$ cat config.mk
export PLATFORM = sky130hd
export DESIGN_NAME = glyph_pixel_blitter_unit
export DESIGN_NICKNAME = d
export VERILOG_FILES = /design/src/rtl/core/gpb_pkg.sv /design/src/rtl/core/gpb_cmd_seq.sv /design/src/rtl/core/glyph_pixel_blitter_unit.sv
export SDC_FILE = /design/constraint.sdc
export NUM_CORES = 1
export LEC_CHECK = 0
export ABC_AREA = 1
export BUFFER_PORTS_ARGS = -buffer_cell sky130_fd_sc_hd__clkbuf_2
export CAP_MARGIN = 30
export CORE_MARGIN = 2
export CORE_UTILIZATION = 50
export DETAILED_ROUTE_END_ITERATION = 8
export GPL_ROUTABILITY_DRIVEN = 0
export PLACE_DENSITY = 0.77
export SYNTH_ARGS = -nofsm -noshare
export SYNTH_HDL_FRONTEND = slang
export SYNTH_HIERARCHICAL = 1
export SYNTH_SLANG_ARGS = --single-unit
$ cat constraint.sdc
create_clock -name clk -period 4.1 [get_ports clk]
set_input_delay 0.82 -clock clk [delete_from_list [all_inputs] [get_ports clk]]
set_output_delay 0.82 -clock clk [all_outputs]
set_load 0.1 [all_outputs]
$ cat src/rtl/core/gpb_pkg.sv
package gpb_pkg;

  localparam int unsigned GPB_SCREEN_W = 320;
  localparam int unsigned GPB_SCREEN_H = 200;

  localparam int unsigned COORD_W     = 11;
  localparam int unsigned PIX_COORD_W = COORD_W + 1;
  localparam int unsigned ADDR_W      = 16;
  localparam int unsigned COLOR_W     = 8;
  localparam int unsigned CODE_W      = 8;
  localparam int unsigned GIDX_W      = 6;
  localparam int unsigned ROW_IDX_W   = 3;
  localparam int unsigned COL_IDX_W   = 3;

  localparam int unsigned GLYPH_ROWS  = 7;
  localparam int unsigned GLYPH_COLS  = 8;
  localparam int unsigned GLYPH_COUNT = 47;

  localparam logic [ROW_IDX_W-1:0] LAST_ROW = ROW_IDX_W'(GLYPH_ROWS - 1);
  localparam logic [COL_IDX_W-1:0] LAST_COL = COL_IDX_W'(GLYPH_COLS - 1);

  localparam logic [GIDX_W-1:0] GLYPH_COLON = 6'd10;
  localparam logic [GIDX_W-1:0] GLYPH_BLOCK = 6'd46;

  localparam logic [7:0] GLYPH_ROM [0:GLYPH_COUNT-1][0:GLYPH_ROWS-1] = '{
    '{8'h70, 8'h88, 8'h88, 8'h88, 8'h88, 8'h88, 8'h70},
    '{8'h20, 8'h60, 8'h20, 8'h20, 8'h20, 8'h20, 8'h70},
    '{8'h70, 8'h88, 8'h08, 8'h10, 8'h20, 8'h40, 8'hF8},
    '{8'h70, 8'h88, 8'h08, 8'h30, 8'h08, 8'h88, 8'h70},
    '{8'h10, 8'h30, 8'h50, 8'h90, 8'hF8, 8'h10, 8'h10},
    '{8'hF8, 8'h80, 8'hF0, 8'h08, 8'h08, 8'h88, 8'h70},
    '{8'h30, 8'h40, 8'h80, 8'hF0, 8'h88, 8'h88, 8'h70},
    '{8'hF8, 8'h08, 8'h10, 8'h20, 8'h40, 8'h40, 8'h40},
    '{8'h70, 8'h88, 8'h88, 8'h70, 8'h88, 8'h88, 8'h70},
    '{8'h70, 8'h88, 8'h88, 8'h78, 8'h08, 8'h10, 8'h60},
    '{8'h00, 8'h20, 8'h00, 8'h00, 8'h00, 8'h20, 8'h00},
    '{8'h20, 8'h50, 8'h88, 8'h88, 8'hF8, 8'h88, 8'h88},
    '{8'hF8, 8'h80, 8'h80, 8'hF0, 8'h80, 8'h80, 8'hF8},
    '{8'hF8, 8'h80, 8'h80, 8'hF0, 8'h80, 8'h80, 8'h80},
    '{8'h70, 8'h88, 8'h80, 8'hB8, 8'h88, 8'h88, 8'h70},
    '{8'h70, 8'h20, 8'h20, 8'h20, 8'h20, 8'h20, 8'h70},
    '{8'h80, 8'h80, 8'h80, 8'h80, 8'h80, 8'h80, 8'hF8},
    '{8'h88, 8'hD8, 8'hA8, 8'hA8, 8'h88, 8'h88, 8'h88},
    '{8'h88, 8'h88, 8'hC8, 8'hA8, 8'h98, 8'h88, 8'h88},
    '{8'h70, 8'h88, 8'h88, 8'h88, 8'h88, 8'h88, 8'h70},
    '{8'hF0, 8'h88, 8'h88, 8'hF0, 8'h80, 8'h80, 8'h80},
    '{8'hF0, 8'h88, 8'h88, 8'hF0, 8'h90, 8'h88, 8'h88},
    '{8'h70, 8'h88, 8'h80, 8'h70, 8'h08, 8'h88, 8'h70},
    '{8'h88, 8'h88, 8'h88, 8'h88, 8'h88, 8'h88, 8'h70},
    '{8'h88, 8'h88, 8'h88, 8'h88, 8'h50, 8'h50, 8'h20},
    '{8'h88, 8'h88, 8'h88, 8'hA8, 8'hA8, 8'hD8, 8'h88},
    '{8'h88, 8'h88, 8'h50, 8'h20, 8'h20, 8'h20, 8'h20},
    '{8'h00, 8'h00, 8'h70, 8'h08, 8'h78, 8'h88, 8'h78},
    '{8'h00, 8'h00, 8'h70, 8'h80, 8'h80, 8'h88, 8'h70},
    '{8'h00, 8'h00, 8'h70, 8'h88, 8'hF8, 8'h80, 8'h70},
    '{8'h20, 8'h00, 8'h60, 8'h20, 8'h20, 8'h20, 8'h70},
    '{8'h80, 8'h80, 8'h90, 8'hA0, 8'hE0, 8'h90, 8'h88},
    '{8'h60, 8'h20, 8'h20, 8'h20, 8'h20, 8'h20, 8'h70},
    '{8'h00, 8'h00, 8'hB0, 8'hC8, 8'h88, 8'h88, 8'h88},
    '{8'h00, 8'h00, 8'h70, 8'h88, 8'h88, 8'h88, 8'h70},
    '{8'h00, 8'h00, 8'h68, 8'h70, 8'h40, 8'h40, 8'h40},
    '{8'h00, 8'h00, 8'h70, 8'h80, 8'h70, 8'h08, 8'hF0},
    '{8'h20, 8'h20, 8'h70, 8'h20, 8'h20, 8'h20, 8'h18},
    '{8'h00, 8'h00, 8'h88, 8'h88, 8'h88, 8'h50, 8'h20},
    '{8'h00, 8'h00, 8'h88, 8'h50, 8'h20, 8'h50, 8'h88},
    '{8'h00, 8'h00, 8'h88, 8'h88, 8'h78, 8'h08, 8'h70},
    '{8'h00, 8'h00, 8'h00, 8'h00, 8'h00, 8'h00, 8'h00},
    '{8'h70, 8'h88, 8'h80, 8'h80, 8'h80, 8'h88, 8'h70},
    '{8'hF0, 8'h88, 8'h88, 8'h88, 8'h88, 8'h88, 8'hF0},
    '{8'h88, 8'h98, 8'hA8, 8'hC0, 8'hA8, 8'h98, 8'h88},
    '{8'hF8, 8'h08, 8'h10, 8'h20, 8'h40, 8'h80, 8'hF8},
    '{8'hF8, 8'hF8, 8'hF8, 8'hF8, 8'hF8, 8'hF8, 8'hF8}
  };

  typedef struct packed {
    logic                        valid;
    logic signed [COORD_W-1:0]   x;
    logic signed [COORD_W-1:0]   y;
    logic [GIDX_W-1:0]           gidx;
    logic [COLOR_W-1:0]          ink;
    logic                        transp;
    logic [ROW_IDX_W-1:0]        row;
    logic [COL_IDX_W-1:0]        col;
  } gpb_slot_t;

  function automatic logic [GIDX_W-1:0] glyph_index(input logic [CODE_W-1:0] code);
    logic [GIDX_W-1:0] idx;
    idx = GLYPH_BLOCK;
    if (code inside {["0":"9"]}) begin
      idx = GIDX_W'(code - "0");
    end else begin
      case (code)
        ":": idx = GLYPH_COLON;
        "A": idx = 6'd11;
        "C": idx = 6'd42;
        "D": idx = 6'd43;
        "E": idx = 6'd12;
        "F": idx = 6'd13;
        "G": idx = 6'd14;
        "I": idx = 6'd15;
        "K": idx = 6'd44;
        "L": idx = 6'd16;
        "M": idx = 6'd17;
        "N": idx = 6'd18;
        "O": idx = 6'd19;
        "P": idx = 6'd20;
        "R": idx = 6'd21;
        "S": idx = 6'd22;
        "U": idx = 6'd23;
        "V": idx = 6'd24;
        "W": idx = 6'd25;
        "Y": idx = 6'd26;
        "Z": idx = 6'd45;
        "a": idx = 6'd27;
        "c": idx = 6'd28;
        "e": idx = 6'd29;
        "i": idx = 6'd30;
        "k": idx = 6'd31;
        "l": idx = 6'd32;
        "n": idx = 6'd33;
        "o": idx = 6'd34;
        "r": idx = 6'd35;
        "s": idx = 6'd36;
        "t": idx = 6'd37;
        "v": idx = 6'd38;
        "x": idx = 6'd39;
        "y": idx = 6'd40;
        " ": idx = 6'd41;
        default: idx = GLYPH_BLOCK;
      endcase
    end
    return idx;
  endfunction

  function automatic logic [7:0] glyph_row(input logic [GIDX_W-1:0] gidx,
                                           input logic [ROW_IDX_W-1:0] row);
    logic [7:0] bits;
    bits = 8'h00;
    if (gidx < GIDX_W'(GLYPH_COUNT) && row < ROW_IDX_W'(GLYPH_ROWS)) begin
      bits = GLYPH_ROM[gidx][row];
    end
    return bits;
  endfunction

endpackage

$ cat src/rtl/core/gpb_cmd_seq.sv
module gpb_cmd_seq
  import gpb_pkg::*;
(
  input  logic                      clk,
  input  logic                      rst_n,
  input  logic                      in_valid,
  output logic                      in_stall,
  input  logic signed [COORD_W-1:0] in_x_pos,
  input  logic signed [COORD_W-1:0] in_y_pos,
  input  logic [CODE_W-1:0]         in_char_code,
  input  logic [COLOR_W-1:0]        in_ink_color,
  input  logic                      in_transparent,
  input  logic                      adv,
  output gpb_slot_t                 slot
);

  logic                      busy_r, busy_nxt;
  logic [ROW_IDX_W-1:0]      row_r, row_nxt;
  logic [COL_IDX_W-1:0]      col_r, col_nxt;
  logic signed [COORD_W-1:0] x_r, y_r;
  logic [GIDX_W-1:0]         gidx_r;
  logic [COLOR_W-1:0]        ink_r;
  logic                      transp_r;
  logic                      last_pix;
  logic                      accept;

  assign last_pix = (row_r == LAST_ROW) && (col_r == LAST_COL);
  assign in_stall = busy_r && !(adv && last_pix);
  assign accept   = in_valid && !in_stall;

  always_comb begin
    busy_nxt = busy_r;
    row_nxt  = row_r;
    col_nxt  = col_r;
    if (accept) begin
      busy_nxt = 1'b1;
      row_nxt  = '0;
      col_nxt  = '0;
    end else if (busy_r && adv) begin
      if (last_pix) begin
        busy_nxt = 1'b0;
      end else if (col_r == LAST_COL) begin
        col_nxt = '0;
        row_nxt = row_r + 1'b1;
      end else begin
        col_nxt = col_r + 1'b1;
      end
    end
  end

  always_ff @(posedge clk) begin
    if (!rst_n) begin
      busy_r <= 1'b0;
      row_r  <= '0;
      col_r  <= '0;
    end else begin
      busy_r <= busy_nxt;
      row_r  <= row_nxt;
      col_r  <= col_nxt;
    end
  end

  always_ff @(posedge clk) begin
    if (accept) begin
      x_r      <= in_x_pos;
      y_r      <= in_y_pos;
      gidx_r   <= glyph_index(in_char_code);
      ink_r    <= in_ink_color;
      transp_r <= in_transparent;
    end
  end

  always_comb begin
    slot.valid  = busy_r;
    slot.x      = x_r;
    slot.y      = y_r;
    slot.gidx   = gidx_r;
    slot.ink    = ink_r;
    slot.transp = transp_r;
    slot.row    = row_r;
    slot.col    = col_r;
  end

endmodule

$ cat src/rtl/core/glyph_pixel_blitter_unit.sv
// Character generator for an 8x7 bitmap font. Each accepted command draws one glyph cell
// and yields 56 pixel beats, rows top to bottom, left to right, the last one flagged by
// out_last. The command sequencer issues one pixel per cycle unless the output stalls;
// the next command is taken in the cycle that issues the last pixel of the current one,
// so pixels stream without gaps. A pixel passes through registered stages for glyph
// fetch, bounds and row multiply, and address add before it reaches the output.
// Off-screen pixels come out with write enable, address and color all zero. cfg_data
// sets the opaque background color; cfg_ready is always high.
module glyph_pixel_blitter_unit
  import gpb_pkg::*;
#(
  parameter int unsigned SCREEN_W = GPB_SCREEN_W,
  parameter int unsigned SCREEN_H = GPB_SCREEN_H
) (
  input  logic                      clk,
  input  logic                      rst_n,
  input  logic                      in_valid,
  output logic                      in_stall,
  input  logic signed [COORD_W-1:0] in_x_pos,
  input  logic signed [COORD_W-1:0] in_y_pos,
  input  logic [CODE_W-1:0]         in_char_code,
  input  logic [COLOR_W-1:0]        in_ink_color,
  input  logic                      in_transparent,
  output logic                      out_valid,
  input  logic                      out_stall,
  output logic [ADDR_W-1:0]         out_pixel_addr,
  output logic [COLOR_W-1:0]        out_pixel_color,
  output logic                      out_write_enable,
  output logic                      out_last,
  input  logic                      cfg_valid,
  output logic                      cfg_ready,
  input  logic [COLOR_W-1:0]        cfg_data
);

  localparam logic [COORD_W-1:0] W_LIM = COORD_W'(SCREEN_W);
  localparam logic [COORD_W-1:0] H_LIM = COORD_W'(SCREEN_H);
  localparam logic [ADDR_W-1:0]  W_MUL = ADDR_W'(SCREEN_W);

  gpb_slot_t slot;
  logic      adv;

  logic [COLOR_W-1:0] bg_r;

  logic                   s1_valid_r;
  logic [PIX_COORD_W-1:0] s1_px_r, s1_py_r;
  logic                   s1_set_r;
  logic [COLOR_W-1:0]     s1_ink_r;
  logic                   s1_transp_r;
  logic                   s1_last_r;
  logic [7:0]             row_bits;

  logic                   s2_valid_r;
  logic [ADDR_W-1:0]      s2_prod_r;
  logic [COORD_W-1:0]     s2_px_r;
  logic                   s2_on_r;
  logic                   s2_set_r;
  logic [COLOR_W-1:0]     s2_ink_r;
  logic                   s2_transp_r;
  logic                   s2_last_r;
  logic                   s1_on;

  logic                   out_valid_r;
  logic [ADDR_W-1:0]      out_addr_r;
  logic [COLOR_W-1:0]     out_color_r;
  logic                   out_we_r;
  logic                   out_last_r;

  assign adv = !out_valid_r || !out_stall;

  gpb_cmd_seq u_seq (
    .clk            (clk),
    .rst_n          (rst_n),
    .in_valid       (in_valid),
    .in_stall       (in_stall),
    .in_x_pos       (in_x_pos),
    .in_y_pos       (in_y_pos),
    .in_char_code   (in_char_code),
    .in_ink_color   (in_ink_color),
    .in_transparent (in_transparent),
    .adv            (adv),
    .slot           (slot)
  );

  assign cfg_ready = 1'b1;

  always_ff @(posedge clk) begin
    if (!rst_n) begin
      bg_r <= '0;
    end else if (cfg_valid && cfg_ready) begin
      bg_r <= cfg_data;
    end
  end

  // glyph fetch and pixel coordinates
  assign row_bits = glyph_row(slot.gidx, slot.row);

  always_ff @(posedge clk) begin
    if (adv) begin
      s1_px_r     <= {slot.x[COORD_W-1], slot.x} + PIX_COORD_W'(slot.col);
      s1_py_r     <= {slot.y[COORD_W-1], slot.y} + PIX_COORD_W'(slot.row);
      s1_set_r    <= row_bits[~slot.col];
      s1_ink_r    <= slot.ink;
      s1_transp_r <= slot.transp;
      s1_last_r   <= (slot.row == LAST_ROW) && (slot.col == LAST_COL);
    end
  end

  // bounds check and row offset
  assign s1_on = !s1_px_r[PIX_COORD_W-1] && (s1_px_r[COORD_W-1:0] < W_LIM) &&
                 !s1_py_r[PIX_COORD_W-1] && (s1_py_r[COORD_W-1:0] < H_LIM);

  always_ff @(posedge clk) begin
    if (adv) begin
      s2_prod_r   <= ADDR_W'(ADDR_W'(s1_py_r[COORD_W-1:0]) * W_MUL);
      s2_px_r     <= s1_px_r[COORD_W-1:0];
      s2_on_r     <= s1_on;
      s2_set_r    <= s1_set_r;
      s2_ink_r    <= s1_ink_r;
      s2_transp_r <= s1_transp_r;
      s2_last_r   <= s1_last_r;
    end
  end

  // address add and color select
  always_ff @(posedge clk) begin
    if (adv) begin
      out_addr_r  <= s2_on_r ? ADDR_W'(s2_prod_r + ADDR_W'(s2_px_r)) : '0;
      out_we_r    <= s2_on_r && (s2_set_r || !s2_transp_r);
      out_last_r  <= s2_last_r;
      if (!s2_on_r) begin
        out_color_r <= '0;
      end else if (s2_set_r) begin
        out_color_r <= s2_ink_r;
      end else if (!s2_transp_r) begin
        out_color_r <= bg_r;
      end else begin
        out_color_r <= '0;
      end
    end
  end

  always_ff @(posedge clk) begin
    if (!rst_n) begin
      s1_valid_r  <= 1'b0;
      s2_valid_r  <= 1'b0;
      out_valid_r <= 1'b0;
    end else if (adv) begin
      s1_valid_r  <= slot.valid;
      s2_valid_r  <= s1_valid_r;
      out_valid_r <= s2_valid_r;
    end
  end

  assign out_valid        = out_valid_r;
  assign out_pixel_addr   = out_addr_r;
  assign out_pixel_color  = out_color_r;
  assign out_write_enable = out_we_r;
  assign out_last         = out_last_r;

`ifndef SYNTHESIS
  a_color_zero_when_off: assert property (@(posedge clk) disable iff (!rst_n)
    (out_valid && !out_write_enable) |-> (out_pixel_color == '0))
    else $error("pixel color set on a beat with write enable low");

  a_busy_only_on_accept: assert property (@(posedge clk) disable iff (!rst_n)
    (slot.valid && !$past(slot.valid)) |-> $past(in_valid && !in_stall))
    else $error("sequencer started without an accepted command");

  a_pipe_holds_on_stall: assert property (@(posedge clk) disable iff (!rst_n)
    (out_valid && out_stall && s2_valid_r) |=> s2_valid_r)
    else $error("pixel dropped from pipeline under stall");
`endif

endmodule

==> summary.txt <==
Status
  – Status: completed

Critical path
  – Top delay family on crit path: flip-flops
  – Setup crit end: in_stall
  – Crit path cell chain: ha_1 > ha_1 > nand3_1 > o21ai_0 > inv_1 > clkbuf_2
  – Reg-to-reg endpoint: s1_set_r$_DFFE_PP_
  – WS Path Type: flip-flop to output port
  – CP required: between 3 and 4 ns
  – Crit Path Max Fanout: 7
  – Worst Setup Start Kind: flip-flop
  – CP arrival: 2.34 ns
  – CP max stage delay: between 0.5 and 0.6 ns
  – Crit path depth: 6
  – Reg2Reg Depth: 11
  – Cell mode on critical path: ha_1
  – CP max-delay cell: dfxtp_1
  – R2R Path Start: u_seq/gidx_r[1]$_DFFE_PP_
  – Bufs and invs on worst path: 2
  – Worst Setup SP: u_seq/col_r[0]$_SDFFE_PP0N_
  – Worst reg2reg setup slack: between 1 and 1.5 ns
  – Endpoint class of the critical path: output port

Drt
  – Vias/cell: 5.793
  – Drt wl/cell: ~16 µm
  – Drt total wl: around 23 mm
  – Initial drt markers: between 1000 and 1500
  – ANT nets after route: 0
  – Drt drc: 0
  – Drt pass-1 iters: 6
  – Via count: about 8000

Clock tree
  – CTS tree: yes
  – Post-CTS Hold Fix Bufs: 0
  – Post_cts resized: 0
  – Root buf cell: clkbuf_16
  – Clk sinks: 149
  – H-tree Lvls: 4
  – Clock buffer count from CTS: 17
  – Worst-path clk slew: about 0.06 ns
  – Post-CTS Setup Bufs: 0
  – Clk buf depth: 2
  – Skew-Pair Late Insertion Delay: about 0.43 ns

Yosys
  – Mapped cell area: 9015 µm²
  – Ys Warns: 6
  – Synth top area cells: edfxtp_1 44%, nand2_1 11%, nand3_1 7.7%
  – Count leader, synth: nand2_1
  – Cells after Synth: approximately 1100
  – Yosys top cell area share: 0.4364
  – Netlist cell types: between 40 and 50
  – Syn avg cell area: roughly 8.4 µm²
  – Most used DFF post-synth: edfxtp_1
  – Post-synth EDFFs: between 100 and 150
  – Fraction of registers with async set/reset: 0
  – Net count after synthesis: roughly 1200
  – Register area share after synthesis: 0.4763
  – Seq cells post-synth: between 100 and 150
  – Commonest cells post-synth: 266 x nand2_1, 138 x nand3_1, 131 x edfxtp_1, 97 x nor2_1, 94 x inv_1
  – Top cell type by total area after synthesis: edfxtp_1

Cells and area
  – Layout Nets: 1238
  – Layout area overhead: 11.49%
  – N_diodes: 0
  – Share of layout cells above drive strength 1: 0.1230
  – Register Area: between 4000 and 5000 µm²
  – Multi-input gate area: between 4000 and 5000 µm²
  – Filler Cell Count: roughly 1600

Floorplanning
  – Die footprint: about 19000 µm²
  – Initial core utilization: 0.5053
  – DIE HEIGHT: approximately 140 µm
  – Core footprint: roughly 18000 µm²
  – Rows: 49
  – Die X: roughly 140 µm
  – Ports: a little over 80

Run
  – Max-cap check violation count: 0

STA
  – Setup TNS: 0 ns
  – Max Clk Rate: ~320 MHz
  – Final setup fails: 0
  – Minimum clock period: 3.165 ns
  – Final Hold Viols: 0
  – Unrepaired setup endpoints after global routing: no
  – Period utilization: 0.7719
  – Slew HR: 0.4665
  – Worst hold slack: approximately 0.42 ns
  – Final Skew: 0.01093 ns
  – Measured slew at the worst slew-check pin: roughly 0.8 ns
  – Fin. max-slew vios: 0

GRT
  – Initial antenna violation count: 0
  – Total global routing overflow: 0
  – Number of global-route vias before repair: between 7000 and 8000
  – First-pass GRT wire length: between 30 and 40 mm
  – Overall Global Routing Usage: 0.2353
  – Pin count of the biggest net entering global routing: 61

Min path
  – Hold Crit Class: flip-flop to flip-flop

Power
  – Power Density: 388.1 nW/µm²
  – Pleak: approximately 4.6 nW
  – VDD IR-drop max: 332.7 µV

Placement
  – Port Buffer Count: 79
  – Post-detail-place hpwl: 15.60 mm
cell type report:
cell class	instances	share of cell area
clock inverters	15	0.01183
repair buffers	87	0.04531
clock buffers	17	0.04233
inverters	106	0.03959
well taps	229	0.02851
flip-flops and latches	149	0.4272
multi-input cells	772	0.4052
cells in the final DEF (no fill, tap or decap), types with 2 or more instances in the layout:
cell type	synthesis	final
nand3_2	2	2
o21ai_0	48	48
o21ai_1	7	7
clkinv_1	5	6
nand3_1	138	138
edfxtp_1	131	131
buf_4	9	8
nand2_1	266	265
xnor2_1	9	9
nand3b_1	3	3
nor4_1	2	2
o211ai_1	7	7
nor3_1	14	14
nand2_2	11	11
dfxtp_1	18	18
inv_1	94	94
inv_6	0	7
clkinvlp_4	0	5
a211oi_1	2	2
a31oi_1	3	3
inv_2	7	7
a21oi_1	64	64
fa_1	5	5
xor2_1	17	17
clkbuf_16	0	17
clkbuf_2	1	79
o22ai_1	5	5
nor3b_1	2	2
and2_1	3	3
ha_1	48	48
nand4_1	9	9
nor2_1	97	97
cell families (layout without fill, tap and decap cells):
kind of cell    Yosys count  count (layout)  synth area share
fa+ha+maj                53              53           0.07772
simple gates            548             548            0.2600
flops                   149             149            0.4763
compound gates          144             144           0.08758
buf+inv                 148             225           0.07273
xor+xnor                 26              26           0.02526
other cells               1               1         0.0004160
metal layers:
| metal | track usage | vias to the layer above | wire length (µm) |
|---|---|---|---|
| li1 | - | 3738 | - |
| met1 | 0.2959 | 3584 | 8783 |
| met2 | 0.3747 | 528 | 10470 |
| met3 | 0.05854 | 116 | 2276 |
| met4 | 0.1294 | 0 | 1020 |
| met5 | 0 | - | 0 |
worst register-to-register path, stage by stage, from the launching register on:
cell and delay [ns]:
edfxtp_1 0.32, buf_4 0.23, inv_1 0.23, ha_1 0.30, nand2_1 0.22, inv_1 0.09
o311ai_0 0.71, nand3_1 0.15, nand3_1 0.12, nand3_1 0.08, nand3_1 0.07, nand2_1 0.05
how the worst min path moves through the flow:
stage	start	endpoint	slack, ns	cells past startpoint
2_1_floorplan	s2_last_r$_DFFE_PP_	out_last$_DFFE_PP_	0.40	0
3_3_place_gp	s1_transp_r$_DFFE_PP_	s2_transp_r$_DFFE_PP_	0.40	0
3_5_place_dp	u_seq/ink_r[0]$_DFFE_PP_	s1_ink_r[0]$_DFFE_PP_	0.40	0
4_1_cts	u_seq/ink_r[4]$_DFFE_PP_	s1_ink_r[4]$_DFFE_PP_	0.42	0
5_1_grt	u_seq/ink_r[4]$_DFFE_PP_	s1_ink_r[4]$_DFFE_PP_	0.42	0
6_report	u_seq/ink_r[4]$_DFFE_PP_	s1_ink_r[4]$_DFFE_PP_	0.42	0
per-stage QoR:
stage                     worst slack (ns)  cell area [µm²]    util  power (mW)  std cells
final                               0.9351            10050  0.5634       3.901       1375
after global routing                0.7918            10050  0.5634       4.064       1375
after CTS                           0.9444            10050  0.5634       3.902       1375
after detailed placement             1.120             9507  0.5329       2.480       1343
after global placement               1.182             9507  0.5329       2.463       1343
after floorplan                     0.1834             9017       -       2.329       1069
flip-flops by register name, indices dropped and copies added (netlist names), 3 cells and up:
signal           count
u_seq/gidx_r         6
s1_px_r             12
out_pixel_addr      16
out_pixel_color      8
s2_px_r             11
u_seq/y_r           11
s1_ink_r             8
u_seq/row_r          3
u_seq/ink_r          8
u_seq/x_r           11
s2_ink_r             8
bg_r                 8
s2_prod_r           10
s1_py_r             12
u_seq/col_r          3
where the power goes:
group | total (mW) | switching, mW | internal, mW
Clock | 1.43 | 0.640 | 0.786
Combinational | 0.642 | 0.458 | 0.184
Sequential | 1.83 | 0.0593 | 1.77
Power figures use the tool's default switching activity.
